`src/rtl/slu_pkg.sv`:
```
`timescale 1ns / 1ps

package slu_pkg;

    // Most result transactions that one input byte can cause
    localparam int MAX_RES  = 6;
    // Most results from the byte itself, before end-of-string handling
    localparam int MAIN_RES = 4;
    // Most results from end-of-string handling
    localparam int FIN_RES  = 3;

    // Result kinds
    localparam logic [2:0] K_LIT   = 3'd0;
    localparam logic [2:0] K_IDENT = 3'd1;
    localparam logic [2:0] K_SEG   = 3'd2;
    localparam logic [2:0] K_DONE  = 3'd3;
    localparam logic [2:0] K_ERR   = 3'd4;

    // Error codes
    localparam logic [2:0] E_NONE          = 3'd0;
    localparam logic [2:0] E_UNTERMINATED  = 3'd1;
    localparam logic [2:0] E_UNSUPPORTED   = 3'd2;
    localparam logic [2:0] E_INCOMPLETE    = 3'd3;
    localparam logic [2:0] E_BAD_HEX       = 3'd4;
    localparam logic [2:0] E_BAD_PAIR      = 3'd5;
    localparam logic [2:0] E_LONE_LOW      = 3'd6;

    // Decoder modes
    localparam logic [3:0] M_PLAIN    = 4'd0;
    localparam logic [3:0] M_HASH     = 4'd1;
    localparam logic [3:0] M_IDENT    = 4'd2;
    localparam logic [3:0] M_ESC      = 4'd3;
    localparam logic [3:0] M_HEX1     = 4'd4;
    localparam logic [3:0] M_WANT_BSL = 4'd5;
    localparam logic [3:0] M_WANT_U   = 4'd6;
    localparam logic [3:0] M_HEX2     = 4'd7;
    localparam logic [3:0] M_DRAIN    = 4'd8;

    typedef struct packed {
        logic [2:0] kind;
        logic [7:0] data;
        logic [2:0] err;
    } res_t;

    typedef struct packed {
        logic [3:0]  mode;
        logic [15:0] acc;
        logic [2:0]  digits;
        logic        bad;
        logic [9:0]  high_bits;
        logic        nonempty;
    } state_t;

    // Plain mode is code zero, so the reset state is all zeros
    localparam state_t STATE_RESET = '0;

endpackage

```
`src/rtl/slu_decode.sv`:
```
`timescale 1ns / 1ps

module slu_decode (
    input  slu_pkg::state_t state,
    input  logic [7:0]      content_byte,
    input  logic            final_byte,
    output slu_pkg::state_t state_next,
    output slu_pkg::res_t   results [slu_pkg::MAX_RES],
    output logic [2:0]      result_count
);
    import slu_pkg::*;

    localparam logic [7:0] CH_BSL   = 8'h5C;
    localparam logic [7:0] CH_HASH  = 8'h23;
    localparam logic [7:0] CH_QUOTE = 8'h22;
    localparam logic [7:0] CH_SLASH = 8'h2F;
    localparam logic [7:0] CH_B     = 8'h62;
    localparam logic [7:0] CH_F     = 8'h66;
    localparam logic [7:0] CH_N     = 8'h6E;
    localparam logic [7:0] CH_R     = 8'h72;
    localparam logic [7:0] CH_T     = 8'h74;
    localparam logic [7:0] CH_U     = 8'h75;

    localparam logic [5:0] HIGH_SURR_TAG = 6'b110110;
    localparam logic [5:0] LOW_SURR_TAG  = 6'b110111;
    localparam logic [20:0] SUPP_BASE    = 21'h10000;

    typedef struct packed {
        logic [2:0]      len;
        logic [3:0][7:0] bytes;
    } utf8_t;

    function automatic res_t mk_res(input logic [2:0] k, input logic [7:0] d,
                                    input logic [2:0] e);
        res_t r;
        r.kind = k;
        r.data = d;
        r.err  = e;
        return r;
    endfunction

    function automatic logic id_start(input logic [7:0] c);
        return (c >= 8'h61 && c <= 8'h7A) || (c >= 8'h41 && c <= 8'h5A) || c == 8'h5F;
    endfunction

    function automatic logic id_part(input logic [7:0] c);
        return id_start(c) || (c >= 8'h30 && c <= 8'h39);
    endfunction

    // Bit 4 set marks a byte that is not a hex digit
    function automatic logic [4:0] hex_val(input logic [7:0] c);
        logic [7:0] t;
        t = 8'h00;
        if (c >= 8'h30 && c <= 8'h39) t = c - 8'h30;
        else if (c >= 8'h61 && c <= 8'h66) t = c - 8'h57;
        else if (c >= 8'h41 && c <= 8'h46) t = c - 8'h37;
        else t = 8'h10;
        return t[4:0];
    endfunction

    function automatic utf8_t utf8(input logic [20:0] cp);
        utf8_t u;
        u = '0;
        if (cp <= 21'h7F) begin
            u.len      = 3'd1;
            u.bytes[0] = cp[7:0];
        end
        else if (cp <= 21'h7FF) begin
            u.len      = 3'd2;
            u.bytes[0] = {3'b110, cp[10:6]};
            u.bytes[1] = {2'b10, cp[5:0]};
        end
        else if (cp <= 21'hFFFF) begin
            u.len      = 3'd3;
            u.bytes[0] = {4'b1110, cp[15:12]};
            u.bytes[1] = {2'b10, cp[11:6]};
            u.bytes[2] = {2'b10, cp[5:0]};
        end
        else begin
            u.len      = 3'd4;
            u.bytes[0] = {5'b11110, cp[20:18]};
            u.bytes[1] = {2'b10, cp[17:12]};
            u.bytes[2] = {2'b10, cp[11:6]};
            u.bytes[3] = {2'b10, cp[5:0]};
        end
        return u;
    endfunction

    state_t      st;
    res_t        m_res [MAIN_RES];
    res_t        f_res [FIN_RES];
    logic [2:0]  m_n;
    logic [2:0]  f_n;
    logic [3:0]  pb_mode;
    logic        pb_emit;
    logic [4:0]  digit;
    logic [15:0] acc_new;
    logic [2:0]  cnt_new;
    logic        bad_new;
    logic        cp_emit;
    logic [20:0] cp;
    utf8_t       enc;

    // What a byte does in plain mode
    always_comb
    begin
        pb_emit = 1'b0;
        if (content_byte == CH_BSL) pb_mode = M_ESC;
        else if (content_byte == CH_HASH) pb_mode = M_HASH;
        else
        begin
            pb_mode = M_PLAIN;
            pb_emit = 1'b1;
        end
    end

    // Hex digit accumulation
    always_comb
    begin
        digit   = hex_val(content_byte);
        acc_new = {state.acc[11:0], (digit[4] ? 4'd0 : digit[3:0])};
        cnt_new = state.digits + 3'd1;
        bad_new = state.bad | digit[4];
    end

    always_comb
    begin
        st      = state;
        m_n     = 3'd0;
        cp_emit = 1'b0;
        cp      = '0;
        for (int i = 0; i < MAIN_RES; i++) m_res[i] = '0;

        unique case (state.mode)
            M_HASH:
            begin
                if (id_start(content_byte))
                begin
                    if (state.nonempty)
                    begin
                        m_res[m_n[1:0]] = mk_res(K_SEG, 8'h00, E_NONE);
                        m_n = m_n + 3'd1;
                    end
                    m_res[m_n[1:0]] = mk_res(K_IDENT, content_byte, E_NONE);
                    m_n = m_n + 3'd1;
                    st.nonempty = 1'b0;
                    st.mode = M_IDENT;
                end
                else
                begin
                    m_res[0] = mk_res(K_LIT, CH_HASH, E_NONE);
                    m_n = 3'd1;
                    st.nonempty = 1'b1;
                    st.mode = pb_mode;
                    if (pb_emit)
                    begin
                        m_res[1] = mk_res(K_LIT, content_byte, E_NONE);
                        m_n = 3'd2;
                    end
                end
            end
            M_IDENT:
            begin
                if (id_part(content_byte))
                begin
                    m_res[0] = mk_res(K_IDENT, content_byte, E_NONE);
                    m_n = 3'd1;
                end
                else
                begin
                    m_res[0] = mk_res(K_SEG, 8'h00, E_NONE);
                    m_n = 3'd1;
                    st.mode = pb_mode;
                    if (pb_emit)
                    begin
                        m_res[1] = mk_res(K_LIT, content_byte, E_NONE);
                        m_n = 3'd2;
                        st.nonempty = 1'b1;
                    end
                end
            end
            M_ESC:
            begin
                st.mode = M_PLAIN;
                m_n = 3'd1;
                unique case (content_byte)
                    CH_QUOTE, CH_BSL, CH_SLASH, CH_HASH:
                        m_res[0] = mk_res(K_LIT, content_byte, E_NONE);
                    CH_B: m_res[0] = mk_res(K_LIT, 8'h08, E_NONE);
                    CH_F: m_res[0] = mk_res(K_LIT, 8'h0C, E_NONE);
                    CH_N: m_res[0] = mk_res(K_LIT, 8'h0A, E_NONE);
                    CH_R: m_res[0] = mk_res(K_LIT, 8'h0D, E_NONE);
                    CH_T: m_res[0] = mk_res(K_LIT, 8'h09, E_NONE);
                    CH_U:
                    begin
                        m_n       = 3'd0;
                        st.acc    = '0;
                        st.digits = '0;
                        st.bad    = 1'b0;
                        st.mode   = M_HEX1;
                    end
                    default:
                    begin
                        m_res[0] = mk_res(K_ERR, 8'h00, E_UNSUPPORTED);
                        st.mode  = M_DRAIN;
                    end
                endcase
                if (st.mode == M_PLAIN) st.nonempty = 1'b1;
            end
            M_HEX1, M_HEX2:
            begin
                st.acc    = acc_new;
                st.digits = cnt_new;
                st.bad    = bad_new;
                if (cnt_new >= 3'd4)
                begin
                    st.acc    = '0;
                    st.digits = '0;
                    if (bad_new)
                    begin
                        st.bad   = 1'b0;
                        m_res[0] = mk_res(K_ERR, 8'h00, E_BAD_HEX);
                        m_n      = 3'd1;
                        st.mode  = M_DRAIN;
                    end
                    else if (state.mode == M_HEX1)
                    begin
                        if (acc_new[15:10] == HIGH_SURR_TAG)
                        begin
                            st.high_bits = acc_new[9:0];
                            st.mode      = M_WANT_BSL;
                        end
                        else if (acc_new[15:10] == LOW_SURR_TAG)
                        begin
                            m_res[0] = mk_res(K_ERR, 8'h00, E_LONE_LOW);
                            m_n      = 3'd1;
                            st.mode  = M_DRAIN;
                        end
                        else
                        begin
                            cp      = {5'd0, acc_new};
                            cp_emit = 1'b1;
                            st.mode = M_PLAIN;
                        end
                    end
                    else
                    begin
                        if (acc_new[15:10] == LOW_SURR_TAG)
                        begin
                            cp      = SUPP_BASE + {1'b0, state.high_bits, acc_new[9:0]};
                            cp_emit = 1'b1;
                            st.mode = M_PLAIN;
                        end
                        else
                        begin
                            m_res[0] = mk_res(K_ERR, 8'h00, E_BAD_PAIR);
                            m_n      = 3'd1;
                            st.mode  = M_DRAIN;
                        end
                    end
                end
            end
            M_WANT_BSL:
            begin
                if (content_byte == CH_BSL) st.mode = M_WANT_U;
                else
                begin
                    m_res[0] = mk_res(K_ERR, 8'h00, E_BAD_PAIR);
                    m_n      = 3'd1;
                    st.mode  = M_DRAIN;
                end
            end
            M_WANT_U:
            begin
                if (content_byte == CH_U)
                begin
                    st.acc    = '0;
                    st.digits = '0;
                    st.bad    = 1'b0;
                    st.mode   = M_HEX2;
                end
                else
                begin
                    m_res[0] = mk_res(K_ERR, 8'h00, E_BAD_PAIR);
                    m_n      = 3'd1;
                    st.mode  = M_DRAIN;
                end
            end
            M_DRAIN: ;
            default:
            begin
                st.mode = pb_mode;
                if (pb_emit)
                begin
                    m_res[0] = mk_res(K_LIT, content_byte, E_NONE);
                    m_n = 3'd1;
                    st.nonempty = 1'b1;
                end
            end
        endcase

        enc = utf8(cp);
        if (cp_emit)
        begin
            for (int i = 0; i < MAIN_RES; i++)
                m_res[i] = mk_res(K_LIT, enc.bytes[i], E_NONE);
            m_n = enc.len;
            st.nonempty = 1'b1;
        end
    end

    // End of string: close segments or report what is left open
    always_comb
    begin
        f_n = 3'd0;
        for (int i = 0; i < FIN_RES; i++) f_res[i] = '0;
        if (final_byte)
        begin
            unique case (st.mode)
                M_DRAIN: ;
                M_ESC:
                begin
                    f_res[0] = mk_res(K_ERR, 8'h00, E_UNTERMINATED);
                    f_n = 3'd1;
                end
                M_HEX1, M_HEX2:
                begin
                    f_res[0] = mk_res(K_ERR, 8'h00, E_INCOMPLETE);
                    f_n = 3'd1;
                end
                M_WANT_BSL, M_WANT_U:
                begin
                    f_res[0] = mk_res(K_ERR, 8'h00, E_BAD_PAIR);
                    f_n = 3'd1;
                end
                M_IDENT:
                begin
                    f_res[0] = mk_res(K_SEG, 8'h00, E_NONE);
                    f_res[1] = mk_res(K_DONE, 8'h00, E_NONE);
                    f_n = 3'd2;
                end
                M_HASH:
                begin
                    f_res[0] = mk_res(K_LIT, CH_HASH, E_NONE);
                    f_res[1] = mk_res(K_SEG, 8'h00, E_NONE);
                    f_res[2] = mk_res(K_DONE, 8'h00, E_NONE);
                    f_n = 3'd3;
                end
                default:
                begin
                    if (st.nonempty)
                    begin
                        f_res[0] = mk_res(K_SEG, 8'h00, E_NONE);
                        f_res[1] = mk_res(K_DONE, 8'h00, E_NONE);
                        f_n = 3'd2;
                    end
                    else
                    begin
                        f_res[0] = mk_res(K_DONE, 8'h00, E_NONE);
                        f_n = 3'd1;
                    end
                end
            endcase
        end
    end

    // Pack the byte's own results, then the end-of-string results behind them
    always_comb
    begin
        for (int i = 0; i < MAX_RES; i++) results[i] = '0;
        for (int i = 0; i < MAIN_RES; i++)
            if (3'(i) < m_n) results[i] = m_res[i];
        for (int i = 0; i < MAX_RES; i++)
        begin
            for (int j = 0; j < FIN_RES; j++)
                if (3'(j) < f_n && 3'(i) == m_n + 3'(j)) results[i] = f_res[j];
        end
        result_count = m_n + f_n;
        state_next   = final_byte ? STATE_RESET : st;
    end

endmodule

```
`src/rtl/string_literal_unescape_utf8.sv`:
```
`timescale 1ns / 1ps

// String literal unescaper with UTF-8 output.
//
// Item channel (item_valid / item_ready): one raw content byte of a string
// literal per transaction, with final_byte set on the last byte of a string.
// Result channel (result_valid / result_ready): one tagged byte or marker per
// transaction (kind, data_byte, error_code); run_last flags the last result
// caused by an input byte. A byte may cause zero to six results.
//
// A byte's first result is presented in the cycle after its transaction. One
// input byte per cycle is taken while each byte yields at most one result and
// the receiver is ready; a byte with more results holds the item channel until
// its last result leaves the single result register, which drains one entry
// per cycle while the receiver is ready. Bytes with no result pass one per cycle.
//
// Reset clears the decoder to plain literal mode and empties the result
// register. A stalled receiver holds the current result; the next byte is
// taken as soon as the last pending result leaves.
module string_literal_unescape_utf8 (
    input  logic       clk,
    input  logic       rst_n,
    input  logic       item_valid,
    output logic       item_ready,
    input  logic [7:0] content_byte,
    input  logic       final_byte,
    output logic       result_valid,
    input  logic       result_ready,
    output logic [2:0] kind,
    output logic [7:0] data_byte,
    output logic [2:0] error_code,
    output logic       run_last
);
    import slu_pkg::*;

    state_t     state_reg;
    state_t     state_next;
    res_t       dec_results [MAX_RES];
    logic [2:0] dec_count;

    // Pending results of the last accepted byte, head in slot 0
    res_t       burst_reg [MAX_RES];
    logic [2:0] count_reg;
    logic [2:0] count_next;

    logic item_take;
    logic result_take;

    slu_decode u_decode (
        .state        (state_reg),
        .content_byte (content_byte),
        .final_byte   (final_byte),
        .state_next   (state_next),
        .results      (dec_results),
        .result_count (dec_count)
    );

    // Accept a new byte once the result register is empty or its last entry
    // leaves in this cycle
    assign item_ready  = (count_reg == 3'd0) || (count_reg == 3'd1 && result_ready);
    assign item_take   = item_valid && item_ready;
    assign result_take = result_valid && result_ready;

    always_comb
    begin
        count_next = count_reg;
        if (item_take) count_next = dec_count;
        else if (result_take) count_next = count_reg - 3'd1;
    end

    // Decoder state advances on every accepted byte
    always_ff @(posedge clk or negedge rst_n)
    begin
        if (!rst_n)
        begin
            state_reg <= STATE_RESET;
            count_reg <= 3'd0;
        end
        else
        begin
            if (item_take) state_reg <= state_next;
            count_reg <= count_next;
        end
    end

    // Load a fresh burst, or shift the pending one down as results leave
    always_ff @(posedge clk)
    begin
        if (item_take)
        begin
            for (int i = 0; i < MAX_RES; i++) burst_reg[i] <= dec_results[i];
        end
        else if (result_take)
        begin
            for (int i = 0; i < MAX_RES - 1; i++) burst_reg[i] <= burst_reg[i + 1];
        end
    end

    assign result_valid = (count_reg != 3'd0);
    assign run_last     = (count_reg == 3'd1);
    assign kind         = burst_reg[0].kind;
    assign data_byte    = burst_reg[0].data;
    assign error_code   = burst_reg[0].err;

endmodule
```
`config.mk`:
```
export PLATFORM = sky130hd
export DESIGN_NAME = string_literal_unescape_utf8
export DESIGN_NICKNAME = d
export VERILOG_FILES = /design/src/rtl/slu_pkg.sv /design/src/rtl/slu_decode.sv /design/src/rtl/string_literal_unescape_utf8.sv
export SDC_FILE = /design/constraint.sdc
export NUM_CORES = 1
export LEC_CHECK = 0
export ABC_AREA = 1
export CORE_AREA = 2 2 128 130
export CTS_BUF_LIST = sky130_fd_sc_hd__clkbuf_8
export DETAILED_ROUTE_END_ITERATION = 12
export DIE_AREA = 0 0 130 132
export DONT_BUFFER_PORTS = 1
export HOLD_SLACK_MARGIN = 0.08
export PLACE_DENSITY = 0.72
export SYNTH_ARGS = -nofsm -noshare
export SYNTH_HDL_FRONTEND = slang
export SYNTH_SLANG_ARGS = --single-unit
```
`constraint.sdc`:
```
create_clock -name clk -period 3.25 [get_ports clk]
set_input_delay 0.65 -clock clk [delete_from_list [all_inputs] [get_ports clk]]
set_output_delay 0.65 -clock clk [all_outputs]
set_load 0.02 [all_outputs]
```
### Word-level counts from Yosys, hierarchy flattened

Memory sizes are Yosys's and may differ from the RTL's.
Index checks and enable logic that the tools add are counted.

| word-level totals | value |
|---|---|
| memories kept | 1 |
| bits of input ports | 13 |
| word-level logic and storage cells | 288 |
| output and inout port bits | 17 |
| bits in writable memories | 84 |
| bits in registers | 34 |

| operators by class | value |
|---|---|
| add/sub/neg operators | 10 |
| order comparisons | 21 |
| bitwise gates (word level) | 7 |
| reduce and logical (&&, ||, !) cells | 54 |
| multiplexer cells | 141 |
| equal/unequal tests | 47 |

Memory list:

| memory | words | width | rd ports | clocked after Yosys merged registers in | write ports | line | RTL |
|---|---|---|---|---|---|---|---|
| burst_reg | 6 | 14 | 6 | 0 | 6 | string_literal_unescape_utf8.sv:42 | `res_t burst_reg [MAX_RES];` |

Operator list:

| operator | number |
|---|---|
| 14-bit 2-to-1 mux | 39 |
| 14-bit one-hot mux with 7 select lines | 2 |
| 21-bit 2-to-1 mux | 6 |
| 28-bit 2-to-1 mux | 3 |
| 14-bit one-hot mux with 6 select lines | 1 |
| 8-bit by 7-bit == test with 1-bit output, second input constant | 8 |
| 56-bit bitwise mux | 1 |
| 56-bit 2-to-1 mux | 1 |
| 13-bit 2-to-1 mux | 4 |
| 16-bit 2-to-1 mux | 3 |
| 4-bit 2-to-1 mux | 12 |
| 3-bit 2-to-1 mux | 14 |
| 42-bit 2-to-1 mux | 1 |
| 14-bit one-hot mux with 3 select lines | 1 |
| 10-bit 2-to-1 mux | 4 |
| 20-bit one-hot mux with 2 select lines | 1 |
| 35-bit 2-to-1 mux | 1 |
| 34-bit 2-to-1 mux | 1 |
| 4-bit by 3-bit == test with 1-bit output, second input constant | 8 |
| 8-bit by 7-bit less-or-equal comparator with 1-bit output, second input constant | 4 |
| 14-bit demux with 2-bit select | 1 |
| 14-bit one-hot mux with 2 select lines | 1 |
| 4-bit one-hot mux with 7 select lines | 1 |
| 1-bit logical AND | 27 |
| 54 further kinds | 135 |

### Logic depth before layout (Yosys ltp)

Gate-level depths: netlist (run 1).

| depth | value |
|---|---|
| word-level depth | 23 |
| mapped depth | 26 |

### Modules after synthesis

Synthesis (run 1) repeated with hierarchy kept, for this count alone.

| unflattened totals | value |
|---|---|
| cells, all modules | 1,209 |
| area, all modules | 8,752.1 µm² |

By module, submodules not included:

| module | cells each | instances | seq. area each (µm²) | area each (µm²) |
|---|---|---|---|---|
| string_literal_unescape_utf8 | 504 | 1 | 3,473.3 | 5,149.9 |
| slu_decode | 705 | 1 | 0.0 | 3,602.2 |

### Least setup slack after synthesis (run 1)

No wires, ideal clock.

| path | value |
|---|---|
| kind | input to register |
| start | input content_byte[0] |
| end | memory burst_reg[0][47] in the netlist's numbering (data pin) |
| data arrival time | 3,197 ps |
| stages on the path | 21 |
| path slack | -203 ps |
| cell sequence | inv_2 -> ha_1 -> inv_1 -> nand3_1 -> nand2_2 -> a21oi_4 -> buf_6 -> nand3b_1 -> nand2_2 -> nor2_8 -> nand2_1 -> nor2_2 -> nand2_2 -> nand2_1 -> inv_1 -> ha_1 -> inv_1 -> nor2_2 -> nand2_1 -> nand4_1 -> nor2_1 |

RTL lines:

| what | line | RTL |
|---|---|---|
| start, declared | string_literal_unescape_utf8.sv:25 | `input logic [7:0] content_byte,` |
| end, declared | string_literal_unescape_utf8.sv:42 |  |

==> impl_results.md, run 1 <==
* Reg2reg start: state_reg[25]
* Initial antenna violation count at 0
* Combined area of the multi-input logic cells at 4390 µm²
* Final Cell Area at roughly 9100 µm²
* Least-Margin Pin Slew at approximately 0.74 ns
* Final Cycle Share at a little over nine tenths
* Max reg flops at 63
* Crit-path max cell delay at 0.45 ns
* FFs w/ async S/R, synth at 35.1%
* Final core utilization at between 50 and 60%
* Post-Syn Area at 7790 µm²
* DR vias at 7951
* Chip height at roughly 130 µm
* GRT Util Overall at between 20 and 30%
* CTS buffer count at 9
* Slew headroom at 50.8%
* Met1 usage at 41.4%
* Crit-path max FO at 7
* Port Buffers at 0
* Worst Hold End: state_reg[13]
* Syn Inst Count at about 1100
* Final setup viols at 0
* Slowest CP cell: dfrtp_1
* Layout Nets at ~1200
* Starting Density at around half
* Num rows at 46
* Crit-path cells: nand2_1 -> inv_1 -> nand3_2 -> buf_4 -> nor2_1 -> nand4_1 -> nand3_2 -> nor2_8 -> buf_4 -> a21oi_4 -> ha_2 -> buf_4 -> nand3_2 -> nor2_2 -> nor2_4 -> nand2_1 -> nand2_1
* Synth Warn # at 0
* Starting DRT DRC Count at 855
* Clock Skews at between 0.015 and 0.02 ns
* Core area at 15700 µm²
* Clk Latency, worst-skew pair at approximately 0.39 ns
* Layout cell share with drive strength beyond 1 at 20.7%
* Global route hottest layer: met2
* CP arrival at ~3.2 ns
* EDFF count, synth at 63
* Kind of critical path: reg -> reg
* Sink Count at 97
* Yosys cell types at 53
* Tot Pwr at 7580 µW
* Final WL at approximately 24000 µm
* Post-layout minimum cycle time at ~3 ns
* RD Place Congestion at roughly 1.0
* Register area at between 2000 and 3000 µm²
* Total gr overflow at 0
* Vias in the first global route at between 7000 and 8000
* Hold wc startpoint: final_byte
* Sequential area share after synthesis at a little over a third
* First-pass GRT wire length at ~39000 µm
* Setup TNS at 0 ns
* P_leak at between 0.004 and 0.005 µW
* GR Util met2 at 44.6%
* Peak VDD IR at 471 µV
* Placed inst area at ~8700 µm²
* Largest net degree at the start of global routing at 49
* Area Overhead vs Synth at 16.9%
* FF-to-FF path depth at 17
* Drc violations at 0
* Antenna diodes at 0
* CP endpoint kind: register
* Final max-slew violation count at 0
* Grt met3 use at under 10%
* Syn Area/Cell at between 7 and 8 µm²
* Startpoint class of the critical path: register
* Vias per Instance at ~5.6
* Worst hold path type: in -> reg
* Htree depth at 3
* Hold path cells at 3
* Pwr dens at about 830 nW/µm²
* Final cell count without fillers at roughly 1400
* Worst EP required at 3.40 ns
* Max-cap violations at 0
* Clk buf depth at 2
* HPWL after DPL at approximately 19000 µm
* Ys flop type: edfxtp_1
* Placed insts at between 1000 and 1500
* Routed Antenna Nets at 0
* Reg2Reg Setup Slack at about 0.18 ns
* Clock root buffer: clkbuf_8
* Avg WL per Cell at about 17 µm
* Fmax at between 0.3 and 0.4 GHz
* 1st-pass router iterations at 5
* Final hold vios at 0
* Capture point of the worst reg-to-reg path: burst_reg[0][17]
* TritonCTS clock tree: built
* # fillers at between 1000 and 1500
* Worst-path clk slew at between 0.1 and 0.15 ns
* Top Ports at 30
* Synthesized flop and latch total at 97
* Die area at 17200 µm²
* Status: completed
* Die W at 130 µm
-- timing repair --
| action | 4_1_cts | 5_1_grt |
|---|---|---|
| buffers inserted | 0 | 9 |
| gates resized for setup | 0 | 28 |
| setup endpoints to repair | 0 | 37 |
| hold endpoints to repair | 34 | 0 |
| hold buffers | 2 | 0 |
-- per-stage QoR --
stage	setup slack (ns)	hold slack [ns]
6_report	0.178	0.484
5_1_grt	-0.0582	0.486
4_1_cts	0.0240	0.468
3_5_place_dp	-0.0823	0.355
3_3_place_gp	-0.0360	0.356
2_1_floorplan	0.00325	0.354
-- critical path: cells and delay by family (launching register included) --
family | cells | cell delay, ns
and+or+nand+nor | 11 | 1.33
buffers and inverters | 4 | 0.61
DFF | 1 | 0.45
adders and majority gates | 1 | 0.24
AOI/OAI and AO/OA | 1 | 0.19
-- layer usage --
layer | vias up | share of wire (%)
met4 | 0 | 3.1
met5 | - | 0
li1 | 3872 | -
met3 | 54 | 7.9
met1 | 3670 | 43
met2 | 355 | 46
-- final cells by class --
cell class | count | share of cell area [%]
timing repair buffer | 118 | 10.5
clock inverter | 7 | 1.02
clock buffer | 9 | 1.36
tap | 216 | 2.97
multi-input combinational | 829 | 48.2
sequential | 97 | 30.1
inverter | 137 | 5.86
-- power breakdown --
| part | internal, µW | switching [µW] |
|---|---|---|
| sequential | 1980 | 410 |
| combinational | 1530 | 2790 |
| clock | 376 | 491 |
| total | 3880 | 3700 |
-- worst max-delay path by stage --
stage / start / end / slack (ns) / cells after the start
4_1_cts: state_reg[12] / burst_reg[0][17] / 0.02 / 18
2_1_floorplan: content_byte[1] / count_reg[1] / 0.003 / 22
6_report: state_reg[25] / burst_reg[0][17] / 0.18 / 17
3_3_place_gp: content_byte[0] / burst_reg[0][49] / -0.04 / 20
5_1_grt: state_reg[31] / count_reg[2] / -0.06 / 19
3_5_place_dp: content_byte[1] / count_reg[1] / -0.08 / 20
-- cells in the final DEF (no fill, tap or decap), drive strengths merged, types with 26 or more instances in the layout --
master	instances
nand2	312
nor2	142
inv	138
buf	116
nand3	112
o21ai	66
edfxtp	63
a21oi	49
nand4	41
dfrtp	34
o22ai	26
-- cells in the mapped netlist (4+ instances only) --
cell | instances | area (µm²)
buf_4 | 18 | 135
nor3_1 | 17 | 85.1
nand2_4 | 8 | 90.1
o211ai_1 | 7 | 52.6
nand2_2 | 16 | 100
inv_1 | 112 | 420
clkbuf_1 | 11 | 41.3
nand3_2 | 5 | 50.1
o22ai_1 | 26 | 163
a211oi_1 | 4 | 30.0
nand2_1 | 288 | 1080
a21oi_4 | 4 | 65.1
o31ai_1 | 7 | 52.6
ha_1 | 14 | 175
buf_2 | 18 | 90.1
nand3_1 | 104 | 521
nand4_1 | 39 | 244
o21ai_1 | 16 | 80.1
a21oi_1 | 43 | 215
edfxtp_1 | 63 | 1890
o21ai_0 | 49 | 245
inv_2 | 22 | 82.6
dfrtp_1 | 34 | 851
nor2_2 | 13 | 81.3
nor2_4 | 6 | 67.6
nor2_1 | 122 | 458
a31oi_1 | 4 | 25.0
-- cells by family (layout without fill, tap and decap cells) --
group | after synthesis | after routing | share of synthesized area (%)
DFF | 97 | 97 | 35.2
AOI/OAI and AO/OA | 171 | 171 | 13.1
and+or+nand+nor | 635 | 635 | 38.2
xor gates and xnor gates | 2 | 2 | 0.225
buffers and inverters | 189 | 271 | 10.5
other | 1 | 4 | 0.0481
adders and majority gates | 15 | 15 | 2.51
muxes | 2 | 2 | 0.257
(Power assumes the default switching activity.)
==> run 2, diff against run 1 <==
PLACE_DENSITY = 0.68   (was 0.72)
==> run 2 against run 1 <==
- via count fell by 0.54%
- die area did not move
- clock skew fell by 0.0036 ns
- global-route usage fell by 0.098 points
- non-clock buffer count fell by 2
- clock-buffer cell count did not move
- core utilization fell by 0.088 points
- cell count fell by 0.14%
==> impl_results.md, run 2 (synthesis results as in run 1) <==
* Layout cell share with drive strength beyond 1 at 20.3% (was 20.7%)
* Core area at 15700 µm² (unchanged)
* Post-layout minimum cycle time at 3.04 ns (was 3.07 ns)
* Routed Antenna Nets at 0 (unchanged)
* Die W at 130 µm (unchanged)
* Least-Margin Pin Slew at 0.674 ns (was 0.738 ns)
* Pwr dens at 832 nW/µm² (about the same)
* Clock root buffer: clkbuf_8 (unchanged)
* CP arrival at 3.20 ns (was 3.22 ns)
* RD Place Congestion at 1.01 (was 1.04)
* Final Cell Area at 9100 µm² (was 9110 µm²)
* Vias in the first global route at 7347 (was 7388)
* 1st-pass router iterations at 5 (unchanged)
* Top Ports at 30 (unchanged)
* Clk buf depth at 2 (unchanged)
* Peak VDD IR at 489 µV (was 471 µV)
* CP endpoint kind: register (unchanged)
* Worst hold slack at 0.466 ns (was 0.484 ns)
* Layout Nets at 1218 (was 1220)
* Kind of critical path: reg -> reg (unchanged)
* # fillers at 1482 (was 1499)
* Area Overhead vs Synth at 16.7% (was 16.9%)
* Slew headroom at 55.0% (was 50.8%)
* Worst-path clk slew at 0.11 ns (about the same)
* TritonCTS clock tree: built (unchanged)
* Htree depth at 3 (unchanged)
* Worst EP required at 3.41 ns (was 3.40 ns)
* Crit-path max FO at 20 (was 7)
* Worst Setup SP: state_reg[32] (was state_reg[25])
* Final cell count without fillers at 1411 (was 1413)
* Port Buffers at 0 (unchanged)
* Avg WL per Cell at 17.2 µm (was 17.3 µm)
* Worst hold path type: in -> reg (unchanged)
* Commonest cells after routing, fill and taps aside: nand2_1, nor2_1, inv_1 (was nand2_1, nor2_1, buf_4)
* Placed inst area at 8720 µm² (was 8680 µm²)
* Sink Count at 97 (unchanged)
* GRT Util Overall at 28.9% (was 29.0%)
* Final hold vios at 0 (unchanged)
* Fmax at 0.329 GHz (was 0.326 GHz)
* CTS buffer count at 9 (unchanged)
* Total gr overflow at 0 (unchanged)
* Vias per Instance at 5.60 (was 5.63)
* Starting Density at 49.6% (unchanged)
* DR vias at 7908 (was 7951)
* HPWL after DPL at 18800 µm (about the same)
* Startpoint class of the critical path: register (unchanged)
* First-pass GRT wire length at 38600 µm (about the same)
* Max reg flops at 63 (unchanged)
* Largest net degree at the start of global routing at 64 (was 49)
* Commonest non-fill, non-tap cell in the layout: nand2_1 (unchanged)
* Final max-slew violation count at 0 (unchanged)
* Antenna diodes at 0 (unchanged)
* Placed insts at 1389 (was 1385)
* Clock Skews at 0.0132 ns (was 0.0167 ns)
* Initial antenna violation count at 0 (unchanged)
* Clk Latency, worst-skew pair at 0.39 ns (about the same)
* Status: completed (unchanged)
* Chip height at 132 µm (unchanged)
* Reg2reg start: state_reg[32] (was state_reg[25])
* Die area at 17200 µm² (unchanged)
* Num rows at 46 (unchanged)
* Starting DRT DRC Count at 961 (was 855)
* P_leak at 0.00426 µW (about the same)
* Max-cap violations at 0 (unchanged)
* Hold wc startpoint: final_byte (unchanged)
* Final WL at 24200 µm (was 24400 µm)
* Final setup viols at 0 (unchanged)
* Drc violations at 0 (unchanged)
* Final Cycle Share at 93.6% (was 94.5%)
## run 2: cell types whose count changed in the layout (fill, tap and decap cells not counted), sizes merged
| cell | change |
|---|---|
| clkinv | -1 |
| clkinvlp | +2 |
| inv | -1 |
| buf | -2 |
## run 2: routing by layer
metal  global-route usage, %  share of wire [%]  routed length [µm]  vias to the layer above
met5                       0                  0                   0                        -
met4                    11.5                3.8                 918                        0
met3                    4.91                7.8                1890                       63
met2                    44.2                 45               10900                      356
met1                    40.7                 44               10600                     3630
li1                        -                  -                   -                     3859
## run 2: report_power, final
part | internal, µW | switching, µW | total [µW]
clock | 379 | 499 | 878
combinational | 1530 | 2770 | 4300
sequential | 1980 | 416 | 2400
total | 3890 | 3680 | 7570
## run 2: worst max-delay path, stage by stage, from the launching register on
cell and delay, ns:
dfrtp_2 0.47, nor2_2 0.16, nand2_2 0.13, buf_12 0.18, o21ai_0 0.24, inv_1 0.11
nand2_1 0.11, nand2_1 0.07, nor2_2 0.13, nand2_2 0.08, nor2_4 0.11, nand2_4 0.05
nand2_1 0.08, inv_1 0.10, ha_4 0.29, inv_1 0.06, nor2_4 0.13, nand2_2 0.08
nand4_1 0.17, nor2_1 0.08
## run 2: path summary, 6_finish.rpt
check	end	slack (ns)	cells past startpoint
worst max-delay path	burst_reg[0][47]	0.21	19
worst min-delay path	state_reg[13]	0.47	3
worst max register to register	burst_reg[0][47]	0.21	19
worst min register to register	state_reg[13]	0.49	2
max in group asynchronous	state_reg[32]	2.35	2
min in group asynchronous	state_reg[5]	0.71	2
## run 2: cell type report
class	instances	area [µm²]	area share [%]
clock buffers	9	124	1.36
multi-input cells	829	4360	48.0
flip-flops and latches	97	2750	30.2
well taps	216	270	2.97
repair buffers	116	957	10.5
inverters	137	534	5.87
clock inverters	7	100	1.10
## run 2: timing repair
action                                  in CTS  in global routing
hold buffers                                 2                  0
endpoints found under the setup margin       0                 30
gates resized for setup                      0                 22
endpoints found under the hold margin       34                  0
buffers inserted                             0                  3
## run 2: through the flow
step | util, % | setup WS (ns) | setup TNS, ns | power (µW)
2_1_floorplan | - | 0.00325 | 0 | 5220
5_1_grt | 57.9 | -0.0235 | -0.0235 | 8160
6_report | 57.9 | 0.209 | 0 | 7570
4_1_cts | 57.1 | 0.136 | 0 | 7430
3_5_place_dp | 55.5 | -0.105 | -1.14 | 6530
3_3_place_gp | 55.5 | -0.0532 | -0.279 | 6490
